[src/hw/rtl/jeti_pkg.sv]
// shared types, constants and helpers of the julia escape-time iterator
`default_nettype none
package jeti_pkg;

	localparam int IMAGE_WIDTH  = 1024;
	localparam int IMAGE_HEIGHT = 1024;
	localparam int FRAC_BITS    = 28;

	// image sizes are powers of two, so the scaling is an arithmetic shift
	localparam int COL_SHIFT = $clog2(IMAGE_WIDTH);
	localparam int ROW_SHIFT = $clog2(IMAGE_HEIGHT);

	localparam int PIX_W   = 10;
	localparam int CRD_W   = 32;
	localparam int CNT_W   = 16;
	localparam int SPAN_W  = CRD_W + 1;
	localparam int PROD_W  = PIX_W + SPAN_W;
	localparam int WIDE_W  = 2 * CRD_W;

	localparam int CFG_AW  = 3;
	localparam int CFG_DW  = 32;

	localparam logic [CFG_AW-1:0] REG_ITER_LIM = 3'd0;
	localparam logic [CFG_AW-1:0] REG_C_RE     = 3'd1;
	localparam logic [CFG_AW-1:0] REG_C_IM     = 3'd2;
	localparam logic [CFG_AW-1:0] REG_MIN_X    = 3'd3;
	localparam logic [CFG_AW-1:0] REG_MAX_X    = 3'd4;
	localparam logic [CFG_AW-1:0] REG_MIN_Y    = 3'd5;
	localparam logic [CFG_AW-1:0] REG_MAX_Y    = 3'd6;

	localparam logic [CNT_W-1:0]        RST_ITER_LIM = 16'd256;
	localparam logic signed [CRD_W-1:0] RST_C        = 32'sd0;
	localparam logic signed [CRD_W-1:0] RST_MIN      = -32'sd536870912;
	localparam logic signed [CRD_W-1:0] RST_MAX      = 32'sd536870912;

	// escape when x^2 + y^2 >= 4.0 on the double-width squares
	localparam logic [WIDE_W-1:0] ESC_LIM = 64'd4 << (2 * FRAC_BITS);

	localparam logic signed [WIDE_W-1:0] SAT_HI = 64'sh0000_0000_7FFF_FFFF;
	localparam logic signed [WIDE_W-1:0] SAT_LO = -64'sh0000_0000_8000_0000;

	// queue between front and iterator, depth a power of two
	localparam int FIFO_DEPTH = 4;
	localparam int FIFO_AW    = $clog2(FIFO_DEPTH);
	localparam int FIFO_CW    = FIFO_AW + 1;

	typedef struct packed {
		logic [CNT_W-1:0]        iter_lim;
		logic signed [CRD_W-1:0] c_re;
		logic signed [CRD_W-1:0] c_im;
		logic signed [CRD_W-1:0] min_x;
		logic signed [CRD_W-1:0] max_x;
		logic signed [CRD_W-1:0] min_y;
		logic signed [CRD_W-1:0] max_y;
	} cfg_t;

	typedef struct packed {
		logic signed [CRD_W-1:0] x;
		logic signed [CRD_W-1:0] y;
	} point_t;

	function automatic logic signed [WIDE_W-1:0] sext32(input logic signed [CRD_W-1:0] v);
		return $signed({{(WIDE_W-CRD_W){v[CRD_W-1]}}, v});
	endfunction

	function automatic logic signed [CRD_W-1:0] sat32(input logic signed [WIDE_W-1:0] v);
		logic signed [CRD_W-1:0] r;
		if (v > SAT_HI) begin
			r = SAT_HI[CRD_W-1:0];
		end else if (v < SAT_LO) begin
			r = SAT_LO[CRD_W-1:0];
		end else begin
			r = v[CRD_W-1:0];
		end
		return r;
	endfunction

endpackage
`default_nettype wire

[src/hw/rtl/jeti_pix_if.sv]
// pixel channel: signed column and row offsets
`default_nettype none
interface jeti_pix_if;
	logic                              valid;
	logic                              ready;
	logic signed [jeti_pkg::PIX_W-1:0] pixel_col;
	logic signed [jeti_pkg::PIX_W-1:0] pixel_row;

	modport source(output valid, output pixel_col, output pixel_row, input ready);
	modport sink(input valid, input pixel_col, input pixel_row, output ready);
endinterface
`default_nettype wire

[src/hw/rtl/jeti_front.sv]
// front end: accepts pixels and maps them into the complex plane
`default_nettype none
module jeti_front (
	input  wire                  clk,
	input  wire                  arst_n,
	input  jeti_pkg::cfg_t       cfg,
	jeti_pix_if.sink             pix,
	output logic                 push,
	output jeti_pkg::point_t     push_data,
	input  wire                  full
);

	logic                                    v_s1;
	logic signed [jeti_pkg::PROD_W-1:0]      px_s1;
	logic signed [jeti_pkg::PROD_W-1:0]      py_s1;
	logic signed [jeti_pkg::SPAN_W-1:0]      span_x;
	logic signed [jeti_pkg::SPAN_W-1:0]      span_y;
	logic signed [jeti_pkg::PROD_W-1:0]      px_d;
	logic signed [jeti_pkg::PROD_W-1:0]      py_d;
	logic signed [jeti_pkg::WIDE_W-1:0]      mx_w;
	logic signed [jeti_pkg::WIDE_W-1:0]      my_w;
	logic                                    take;

	assign span_x = $signed({cfg.max_x[jeti_pkg::CRD_W-1], cfg.max_x})
		- $signed({cfg.min_x[jeti_pkg::CRD_W-1], cfg.min_x});
	assign span_y = $signed({cfg.max_y[jeti_pkg::CRD_W-1], cfg.max_y})
		- $signed({cfg.min_y[jeti_pkg::CRD_W-1], cfg.min_y});

	assign px_d = pix.pixel_col * span_x;
	assign py_d = pix.pixel_row * span_y;

	assign push      = v_s1 && !full;
	assign pix.ready = !v_s1 || !full;
	assign take      = pix.valid && pix.ready;

	// floor division by the image size, then offset and clamp
	assign mx_w = jeti_pkg::WIDE_W'(px_s1 >>> jeti_pkg::COL_SHIFT) + jeti_pkg::sext32(cfg.min_x);
	assign my_w = jeti_pkg::WIDE_W'(py_s1 >>> jeti_pkg::ROW_SHIFT) + jeti_pkg::sext32(cfg.min_y);

	assign push_data.x = jeti_pkg::sat32(mx_w);
	assign push_data.y = jeti_pkg::sat32(my_w);

	always_ff @(posedge clk or negedge arst_n) begin
		if (!arst_n) begin
			v_s1 <= 1'b0;
		end else if (take) begin
			v_s1 <= 1'b1;
		end else if (push) begin
			v_s1 <= 1'b0;
		end
	end

	always_ff @(posedge clk) begin
		if (take) begin
			px_s1 <= px_d;
			py_s1 <= py_d;
		end
	end

endmodule
`default_nettype wire

[src/flat_wrapper.sv]
// flat-port wrapper written by rule: the top's interface ports become plain ports
module jeti_front_flat 
  (clk, arst_n, cfg, push, push_data, full, pix_valid, pix_pixel_col, pix_pixel_row, pix_ready);
  jeti_pix_if pix_i ();
  input  wire clk;
  input  wire arst_n;
  input  jeti_pkg::cfg_t cfg;
  output logic push;
  output jeti_pkg::point_t push_data;
  input  wire full;
  input wire logic [$bits(pix_i.valid)-1:0] pix_valid;
  input wire logic [$bits(pix_i.pixel_col)-1:0] pix_pixel_col;
  input wire logic [$bits(pix_i.pixel_row)-1:0] pix_pixel_row;
  output wire logic [$bits(pix_i.ready)-1:0] pix_ready;
  assign pix_i.valid = pix_valid;
  assign pix_i.pixel_col = pix_pixel_col;
  assign pix_i.pixel_row = pix_pixel_row;
  assign pix_ready = pix_i.ready;
  jeti_front u_core (.clk(clk), .arst_n(arst_n), .cfg(cfg), .pix(pix_i), .push(push), .push_data(push_data), .full(full));
endmodule
[config.mk]
export PLATFORM = sky130hd
export DESIGN_NAME = jeti_front_flat
export DESIGN_NICKNAME = d
export VERILOG_FILES = /design/src/hw/rtl/jeti_pkg.sv /design/src/hw/rtl/jeti_pix_if.sv /design/src/hw/rtl/jeti_front.sv /design/src/flat_wrapper.sv
export SDC_FILE = /design/constraint.sdc
export NUM_CORES = 2
export LEC_CHECK = 0
export ABC_AREA = 1
export CAP_MARGIN = 20
export CORE_MARGIN = 2
export CORE_UTILIZATION = 30
export CTS_BUF_LIST = sky130_fd_sc_hd__clkbuf_4
export CTS_CLUSTER_DIAMETER = 100
export CTS_CLUSTER_SIZE = 8
export DETAILED_ROUTE_END_ITERATION = 7
export DONT_BUFFER_PORTS = 1
export GPL_TIMING_DRIVEN = 0
export PLACE_DENSITY = 0.51
export SLEW_MARGIN = 0
export SYNTH_ARGS = -nofsm -noshare
export SYNTH_HDL_FRONTEND = slang
export SYNTH_SLANG_ARGS = --single-unit
[constraint.sdc]
create_clock -name clk -period 4.57 [get_ports clk]
set_input_delay 0.2285 -clock clk [delete_from_list [all_inputs] [get_ports clk]]
set_output_delay 0.2285 -clock clk [all_outputs]
set_load 0.005 [all_outputs]
==> impl_metrics.ini <==
[route]
first_iter_violations = 2344
vias = 33212
drc = 0
dr.pass1.iters = 7
wirelength_um = 139000
avgViaCountPerCell = 4.95
post_drt_wl_per_cell_um = 20.7
postRouteAntennaNets = 0

[grt]
grt_pass1_wl_um = 206000
first_global_vias = 33660
overflow = 0
antenna_found_initial = 1
grt_max_degree = 32
grt.total_usage_pct = 23.4

[setup_path]
worstPathRequired_ns = 4.79
critical_path.max_fanout = 6
startpoint_type = input pin
crit_type = input pin to register
worstSetupEndpointType = register
arrival_ns = 6.22
slowest_stage = fa_2
crit_path_max_incr_delay_ns = 0.62

[logic_synthesis]
synthArstFlopShare_pct = 1.49
synth-seq-cells = 67
syn-num-nets = 5959
syn_avg_cell_area_um2 = 7.01
synth_edf_count = 66
syn-cell-area_um2 = 34100
seq_area_frac_synth_pct = 5.89
synthFlopType = edfxtp_1
yosysWarnings = 0
synthDistinctLibCells = 50
syn-instance-count = 4861

[clock_tree]
insertion_delay_ns = 0.47
cts_buffers = 9
clk_pin_slew_ns = 0.12
cts.sinks = 67
ctsRootBufferMaster = clkbuf_4
htreeDepth = 3
cts_tree = done
clock_path_buffers = 2

[placement]
dp_hpwl_um = 118000
io_buffers = 0
post-place-ws_ns = -2.73
gp_congestion = 0.957
placed_area_um2 = 37900

[layout]
final_common_cell = nand2_1
postLayoutCellArea_um2 = 46100
drive_gt1_share_pct = 29.6
nets = 6298
fillerInstances = 11360
final_cell_mix = nand2_1, inv_1, fa_1
synthToLayoutAreaGrowth_pct = 35.2

[sta]
fin_ws_ns = -1.43
slew_violations = 0
fmax_mhz = 167
setup_viol = 66
hold_viol = 0
period_share_pct = 131
rsz0062_at_grt = true
tightest_slew_ns = 1.17
max_slew_margin_pct = 22.1
fin_crit_ns = 6.00
fin_skew_ns = 0.0153
whs_ns = 0.446

[die]
die_w_um = 341
row_count = 123
core_area_um2 = 112000
die_h_um = 341
pin_count = 298
initial_core_util_pct = 30.3
die_area_um2 = 116000

[status]
violations = setup timing
status = finished with violations

[hold_path]
hp-class = input pin to register

[run]
drv_cap = 0
-- worst paths after layout --
kind	startpoint	end	slack (ns)	cells past startpoint
setup reg to reg	u_core.v_s1$_DFFE_PN0P_	u_core.py_s1[21]$_DFFE_PP_	3.17	2
setup / recovery	cfg[0]	u_core.py_s1[39]$_DFFE_PP_	-1.43	30
max in group asynchronous	arst_n	u_core.v_s1$_DFFE_PN0P_	3.99	2
hold / removal	full	u_core.v_s1$_DFFE_PN0P_	0.45	3
hold reg to reg	u_core.v_s1$_DFFE_PN0P_	u_core.py_s1[38]$_DFFE_PP_	0.75	1
min in group asynchronous	arst_n	u_core.v_s1$_DFFE_PN0P_	0.48	2
-- cell type report --
class	instances	area (um2)	area share (%)
Antenna cell	2	5.00	0.0109
Inverter	1066	4130	8.97
Buffer	75	319	0.693
Clock inverter	6	90.1	0.196
Multi-Input combinational cell	3650	34400	74.7
Timing Repair Buffer	331	3170	6.87
Clock buffer	10	75.1	0.163
Sequential cell	67	2010	4.36
Tap cell	1500	1880	4.08
-- routing by layer --
layer | share of wire, % | track usage [%] | vias up | wire, um
li1 | - | - | 15405 | -
met1 | 47 | 34.2 | 16556 | 64800
met2 | 44 | 36.1 | 1123 | 60800
met3 | 7.8 | 4.32 | 128 | 10900
met4 | 1.9 | 4.31 | 0 | 2630
met5 | 0 | 0 | - | 0
-- kinds of logic (layout without fill, tap and decap cells) --
kind of cell	count (synthesis)	after routing	share of synthesized area [%]
AND/OR/NAND/NOR	2149	2149	25.2
buffers and inverters	1144	1488	12.7
adder cells (fa/ha/maj)	866	866	44.0
AO/OA/AOI/OAI	481	481	7.87
XOR/XNOR	154	154	4.34
flip-flops	67	67	5.89
other	0	2	0
-- critical path, delay by kind of cell --
kind | cells | cell delay [ns]
adder cells (fa/ha/maj) | 8 | 3.48
XOR/XNOR | 1 | 0.21
AND/OR/NAND/NOR | 10 | 1.09
buffers and inverters | 6 | 0.35
AO/OA/AOI/OAI | 5 | 0.83
-- registers in the layout, indices dropped and copies added, names as in the netlist --
signal	cells
u_core.py_s1	33
u_core.px_s1	33
u_core.v_s1	1
-- per-stage QoR --
step	utilization (%)	setup TNS [ns]	std cells
finish	40.9	-78.68	6707
CTS	38.5	-67.35	6595
detailed placement	33.7	-145.42	6364
global route	40.9	-87.20	6706
global placement	33.7	-210.30	6361
floorplan	-	-68.03	4861
-- repair_timing --
item	CTS	global route
hold buffers	5	0
endpoints found under the hold margin	8	0
buffers inserted	213	115
cloned	1	0
endpoints found under the setup margin	66	66
pin swaps	395	352
resized for setup	829	467
-- synthesized netlist by cell type, drive strengths merged (14+ instances only) --
| master | count | area, um2 |
|---|---|---|
| a21o | 23 | 173 |
| o21bai | 24 | 180 |
| a21oi | 237 | 1190 |
| inv | 1058 | 3970 |
| xnor2 | 35 | 322 |
| xor2 | 119 | 1150 |
| o21ai | 137 | 697 |
| nand2 | 1273 | 4800 |
| nor2 | 589 | 2220 |
| nor4 | 14 | 87.6 |
| fa | 552 | 11100 |
| nand3 | 186 | 946 |
| edfxtp | 66 | 1980 |
| buf | 14 | 88.8 |
| nand4 | 24 | 150 |
| a21boi | 16 | 128 |
| nor3 | 32 | 170 |
| o21a | 16 | 120 |
| ha | 314 | 3930 |
| clkbuf | 64 | 241 |
| a31oi | 20 | 125 |
Power is left out: the tool's default activity adds up to more than one toggle a clock period on the data nets, which glitch-free logic cannot reach.
