==> config.mk <==
export PLATFORM = sky130hd
export DESIGN_NAME = jeti_fifo
export DESIGN_NICKNAME = d
export VERILOG_FILES = /design/src/hw/rtl/jeti_pkg.sv /design/src/hw/rtl/jeti_fifo.sv
export SDC_FILE = /design/constraint.sdc
export NUM_CORES = 1
export LEC_CHECK = 0
export CORE_ASPECT_RATIO = 0.9
export CORE_MARGIN = 5
export CORE_UTILIZATION = 58
export CTS_BUF_LIST = sky130_fd_sc_hd__clkbuf_4
export CTS_CLUSTER_SIZE = 20
export DETAILED_ROUTE_END_ITERATION = 8
export DONT_BUFFER_PORTS = 1
export PLACE_DENSITY_LB_ADDON = 0.08
export SYNTH_ARGS = -nofsm -noshare
export SYNTH_HDL_FRONTEND = slang
export SYNTH_SLANG_ARGS = --single-unit
export TNS_END_PERCENT = 50
==> constraint.sdc <==
create_clock -name clk -period 2.6 [get_ports clk]
set_input_delay 0.52 -clock clk [delete_from_list [all_inputs] [get_ports clk]]
set_output_delay 0.52 -clock clk [all_outputs]
set_load 0.02 [all_outputs]
==> src/hw/rtl/jeti_pkg.sv <==
// shared types, constants and helpers of the julia escape-time iterator
`default_nettype none
package jeti_pkg;

	localparam int IMAGE_WIDTH  = 1024;
	localparam int IMAGE_HEIGHT = 1024;
	localparam int FRAC_BITS    = 28;

	// image sizes are powers of two, so the scaling is an arithmetic shift
	localparam int COL_SHIFT = $clog2(IMAGE_WIDTH);
	localparam int ROW_SHIFT = $clog2(IMAGE_HEIGHT);

	localparam int PIX_W   = 10;
	localparam int CRD_W   = 32;
	localparam int CNT_W   = 16;
	localparam int SPAN_W  = CRD_W + 1;
	localparam int PROD_W  = PIX_W + SPAN_W;
	localparam int WIDE_W  = 2 * CRD_W;

	localparam int CFG_AW  = 3;
	localparam int CFG_DW  = 32;

	localparam logic [CFG_AW-1:0] REG_ITER_LIM = 3'd0;
	localparam logic [CFG_AW-1:0] REG_C_RE     = 3'd1;
	localparam logic [CFG_AW-1:0] REG_C_IM     = 3'd2;
	localparam logic [CFG_AW-1:0] REG_MIN_X    = 3'd3;
	localparam logic [CFG_AW-1:0] REG_MAX_X    = 3'd4;
	localparam logic [CFG_AW-1:0] REG_MIN_Y    = 3'd5;
	localparam logic [CFG_AW-1:0] REG_MAX_Y    = 3'd6;

	localparam logic [CNT_W-1:0]        RST_ITER_LIM = 16'd256;
	localparam logic signed [CRD_W-1:0] RST_C        = 32'sd0;
	localparam logic signed [CRD_W-1:0] RST_MIN      = -32'sd536870912;
	localparam logic signed [CRD_W-1:0] RST_MAX      = 32'sd536870912;

	// escape when x^2 + y^2 >= 4.0 on the double-width squares
	localparam logic [WIDE_W-1:0] ESC_LIM = 64'd4 << (2 * FRAC_BITS);

	localparam logic signed [WIDE_W-1:0] SAT_HI = 64'sh0000_0000_7FFF_FFFF;
	localparam logic signed [WIDE_W-1:0] SAT_LO = -64'sh0000_0000_8000_0000;

	// queue between front and iterator, depth a power of two
	localparam int FIFO_DEPTH = 4;
	localparam int FIFO_AW    = $clog2(FIFO_DEPTH);
	localparam int FIFO_CW    = FIFO_AW + 1;

	typedef struct packed {
		logic [CNT_W-1:0]        iter_lim;
		logic signed [CRD_W-1:0] c_re;
		logic signed [CRD_W-1:0] c_im;
		logic signed [CRD_W-1:0] min_x;
		logic signed [CRD_W-1:0] max_x;
		logic signed [CRD_W-1:0] min_y;
		logic signed [CRD_W-1:0] max_y;
	} cfg_t;

	typedef struct packed {
		logic signed [CRD_W-1:0] x;
		logic signed [CRD_W-1:0] y;
	} point_t;

	function automatic logic signed [WIDE_W-1:0] sext32(input logic signed [CRD_W-1:0] v);
		return $signed({{(WIDE_W-CRD_W){v[CRD_W-1]}}, v});
	endfunction

	function automatic logic signed [CRD_W-1:0] sat32(input logic signed [WIDE_W-1:0] v);
		logic signed [CRD_W-1:0] r;
		if (v > SAT_HI) begin
			r = SAT_HI[CRD_W-1:0];
		end else if (v < SAT_LO) begin
			r = SAT_LO[CRD_W-1:0];
		end else begin
			r = v[CRD_W-1:0];
		end
		return r;
	endfunction

endpackage
`default_nettype wire

==> src/hw/rtl/jeti_fifo.sv <==
// short queue of mapped points between front end and iterator
`default_nettype none
module jeti_fifo (
	input  wire                  clk,
	input  wire                  arst_n,
	input  wire                  push,
	input  jeti_pkg::point_t     push_data,
	output logic                 full,
	input  wire                  pop,
	output logic                 pop_valid,
	output jeti_pkg::point_t     pop_data
);

	jeti_pkg::point_t                mem_q [jeti_pkg::FIFO_DEPTH];
	logic [jeti_pkg::FIFO_AW-1:0]    wr_ptr_q;
	logic [jeti_pkg::FIFO_AW-1:0]    rd_ptr_q;
	logic [jeti_pkg::FIFO_CW-1:0]    count_q;

	assign full      = (count_q == jeti_pkg::FIFO_CW'(jeti_pkg::FIFO_DEPTH));
	assign pop_valid = (count_q != '0);
	assign pop_data  = mem_q[rd_ptr_q];

	always_ff @(posedge clk or negedge arst_n) begin
		if (!arst_n) begin
			wr_ptr_q <= '0;
			rd_ptr_q <= '0;
			count_q  <= '0;
		end else begin
			if (push) begin
				wr_ptr_q <= jeti_pkg::FIFO_AW'(wr_ptr_q + 1'b1);
			end
			if (pop) begin
				rd_ptr_q <= jeti_pkg::FIFO_AW'(rd_ptr_q + 1'b1);
			end
			if (push && !pop) begin
				count_q <= jeti_pkg::FIFO_CW'(count_q + 1'b1);
			end else if (pop && !push) begin
				count_q <= jeti_pkg::FIFO_CW'(count_q - 1'b1);
			end
		end
	end

	always_ff @(posedge clk) begin
		if (push) begin
			mem_q[wr_ptr_q] <= push_data;
		end
	end

	a_no_push_full: assert property (@(posedge clk) disable iff (!arst_n)
		push |-> !full) else $error("push into full queue");
	a_no_pop_empty: assert property (@(posedge clk) disable iff (!arst_n)
		pop |-> pop_valid) else $error("pop from empty queue");
	a_count_range: assert property (@(posedge clk) disable iff (!arst_n)
		count_q <= jeti_pkg::FIFO_CW'(jeti_pkg::FIFO_DEPTH)) else $error("queue count overrun");

endmodule
`default_nettype wire

==> tab_implementation.tex <==
\begin{tabular}{lr}
\hline
Metric & Value \\
\hline
\multicolumn{2}{l}{\textbf{Synthesis}} \\
\quad Number of cells produced by synthesis & 368 \\
\quad Count of warnings emitted by yosys & 0 \\
\quad Fraction of the yosys area taken by sequential cells & 81.7\% \\
\quad Post-Synth XOR/XNOR Area & 0.546\% \\
\quad Number of enable-type register cells in the synthesized netlist & 256 \\
\quad Most common flop cell mapped by yosys & edfxtp\_1 \\
\quad Total nets after synthesis & 442 \\
\quad Dominant combinational cell family by area after synthesis & multiplexers \\
\quad Cell accounting for the most synthesized area & edfxtp\_1 \\
\quad FF+latch count, synth & 263 \\
\quad Most frequently used cell type in the post-synthesis netlist & edfxtp\_1 \\
\quad Post-synthesis mux area share & 15.1\% \\
\quad Compound-Gate Fraction of Synth Area & 0.0520\% \\
\quad Adder and majority gate portion of the synthesized area & 0.858\% \\
\quad Share of flip-flops with an asynchronous set or reset & 2.66\% \\
\quad Synthesized area divided by synthesized cell count & 26.2 um2 \\
\quad Yosys cell types & 19 \\
\quad Leading cell types by count after synthesis & edfxtp\_1 (256), mux4\_2 (64), dfrtp\_1 (7) \\
\quad Area share of the largest cell type after synthesis & 79.9\% \\
\quad Post-synthesis instance area & 9630 um2 \\
\quad Post-synthesis share of cell area spent on and, or, nand and nor gates & 0.520\% \\
\quad Cell types with the largest area share after synthesis & edfxtp\_1 (80\%), mux4\_2 (15\%), dfrtp\_1 (1.8\%) \\
\multicolumn{2}{l}{\textbf{Floorplanning}} \\
\quad Area inside the core boundary & 16200 um2 \\
\quad Vertical extent of the die & 132 um \\
\quad Width of the chip & 146 um \\
\quad Total die area & 19300 um2 \\
\quad I/O pin cnt & 134 \\
\quad Initial Utilization & 59.3\% \\
\quad \# rows & 44 \\
\multicolumn{2}{l}{\textbf{Clock tree}} \\
\quad Clock transition at the registers of the reported paths & 70 ps \\
\quad Source-to-sink clock delay at the later pin of the worst-skew pair & 640 ps \\
\quad Clock tree from TritonCTS & built \\
\quad Inserted Clock Buffers & 61 \\
\quad CTS H-tree lvls & 2 \\
\quad Clock sink total & 263 \\
\quad Root buf cell & clkbuf\_4 \\
\quad Deepest clock path buffer count & 3 \\
\multicolumn{2}{l}{\textbf{Drt}} \\
\quad Average via count per standard cell & 5.64 \\
\quad Number of design-rule violations left by the first detailed-router iteration & 215 \\
\quad Number of routed nets with antenna violations & 0 \\
\quad Number of detailed-route iterations in the first pass & 4 \\
\quad Count of vias placed by the detailed router & 4334 \\
\quad Final wirelength & 17700 um \\
\quad Residual DRC & 0 \\
\quad Wirelength per Cell & 23.1 um \\
\multicolumn{2}{l}{\textbf{Global route}} \\
\quad Wire length of the first global-routing pass & 26900 um \\
\quad Residual overflow from global routing & 0 \\
\quad GRT Resource Usage Total & 18.5\% \\
\quad Via count of the first global-routing pass & 4814 \\
\quad Antenna violations before repair & 1 \\
\quad Maximum number of pins on one net before global-route repair & 42 \\
\multicolumn{2}{l}{\textbf{Setup path}} \\
\quad Number of cells on the worst reg-to-reg path & 4 \\
\quad Ordered list of cells on the worst path & bufbuf\_16 > mux4\_2 \\
\quad Cell family with the largest share of critical-path delay & multiplexers \\
\quad Startpoint Class & flop \\
\quad Critical Path Max Stage Delay & 580 ps \\
\quad Number of logic stages on the critical path including buffering & 2 \\
\quad Critical-path cell with the highest stage delay & mux4\_2 \\
\quad Data required, critical path & 2080 ps \\
\quad Path type of the worst setup path & reg2out \\
\quad Critical path buffers and inverters & 1 \\
\quad Largest fanout of any net on the critical path & 11 \\
\quad Kind of end point of the critical path & primary output \\
\quad Arrival time reported for the critical path endpoint & 2020 ps \\
\multicolumn{2}{l}{\textbf{Worst hold path}} \\
\quad Worst hold path class & in2reg \\
\quad Hold Path Depth & 2 \\
\multicolumn{2}{l}{\textbf{STA}} \\
\quad Final period util & 97.8\% \\
\quad Unrepaired setup endpoints after global routing & true \\
\quad Largest clock skew in the final design & 20.5 ps \\
\quad Final-layout worst hold slack & 161 ps \\
\quad Pins Over Slew Limit & 0 \\
\quad Final hold violation count & 0 \\
\quad Worst-case setup margin in the final layout & 57.6 ps \\
\quad Slew margin rel. & 64.0\% \\
\quad Worst-Margin Slew & 541 ps \\
\quad Fin crit period & 2540 ps \\
\quad Final setup violation count & 0 \\
\quad Max Fclk & 393 MHz \\
\multicolumn{2}{l}{\textbf{Finish}} \\
\quad Number of cells in the finished layout apart from fillers & 768 \\
\quad Synth-to-layout area growth & 20.9\% \\
\quad End-of-flow core utilization & 71.6\% \\
\quad Share of post-route cells with drive strength above 1 & 34.1\% \\
\quad Number of nets in the layout & 582 \\
\multicolumn{2}{l}{\textbf{Placed design}} \\
\quad Total placed cells including tap cells & 575 \\
\quad Buffers on Ports & 0 \\
\quad Final estimated routing congestion in global placement & 0.698 \\
\quad Worst setup timing slack at the placement stage & 541 ps \\
\multicolumn{2}{l}{\textbf{Pwr}} \\
\quad Pwr per Cell Area & 1120 nW/um2 \\
\quad Peak ir drop on the vdd network & 656 uV \\
\quad Leakage power total & 0.00390 uW \\
\multicolumn{2}{l}{\textbf{Run}} \\
\quad Max-cap violations & 0 \\
\multicolumn{2}{l}{\textbf{Outcome}} \\
\quad Outcome & completed \\
\hline
\end{tabular}
[layout by cell type, fill, tap and decap left out, drive strengths merged]
cell type,instances
edfxtp,256
clkbuf,95
dlygate4sd3,67
mux4,64
buf,21
clkinv,20
dfrtp,7
inv,6
ha,5
and2,4
xor2,4
xnor2,2
nand2,2
diode,1
or3,1
nor3b,1
mux2,1
o21ai,1
nor2,1
fa,1
bufbuf,1
[worst paths after layout]
kind | slack, ps | endpoint | startpoint
max | 60 | pop_data[7] | rd_ptr_q[0]$_DFFE_PN0P_
min | 160 | count_q[0]$_DFFE_PN0P_ | push
max reg2reg | 850 | mem_q[2][23]$_DFFE_PP_ | wr_ptr_q[0]$_DFFE_PN0P_
min reg2reg | 500 | count_q[2]$_DFFE_PN0P_ | count_q[2]$_DFFE_PN0P_
max in group asynchronous | 2080 | rd_ptr_q[0]$_DFFE_PN0P_ | arst_n
min in group asynchronous | 220 | count_q[0]$_DFFE_PN0P_ | arst_n
[cell families (layout without fill, tap and decap cells)]
group	after synthesis	in the layout
mux	65	65
other cells	0	1
fa+ha+maj	6	6
xor+xnor	6	6
compound gates	1	1
flops	263	263
simple gates	9	9
buf+inv	18	210
[what timing repair did]
item | 4_1_cts | 5_1_grt
setup endpoints to repair | 64 | 64
cloned | 2 | 2
resized for setup | 4 | 2
buffers inserted | 6 | 1
hold endpoints to repair | 267 | 0
hold buffers | 67 | 0
[routing by layer]
layer  vias to the layer above  track usage, %  wire, um
met2                       144            31.3      9060
li1                       1916               -         -
met4                         0            6.38       257
met1                      2250            22.6      7020
met5                         -               0         0
met3                        24            6.22      1380
[flip-flops by register name, indices dropped and copies added (netlist names)]
signal,flops
rd_ptr_q,2
wr_ptr_q,2
mem_q,256
count_q,3
[per-stage QoR]
stage	total power [uW]	setup TNS, ps	instance area (um2)
3_5_place_dp	9620	0	9980
4_1_cts	13200	-3280	11600
2_1_floorplan	8810	0	9630
5_1_grt	13800	-3310	11600
6_report	13100	0	11600
3_3_place_gp	9560	0	9980
[power by group]
| part | internal, uW | leakage [uW] | switching (uW) |
|---|---|---|---|
| Sequential | 5550 | 0.00243 | 225 |
| Combinational | 1710 | 0.00100 | 2480 |
| Clock | 1640 | 0.000470 | 1480 |
[cell type report]
class,instances,area [um2]
inverters,4,15.0
diodes,1,2.50
multi-input cells,87,1650
well taps,207,259
clock buffers,93,698
fillers,964,4600
repair buffers,91,1050
flip-flops and latches,263,7870
clock inverters,22,83.8
Power figures use the tool's default switching activity.
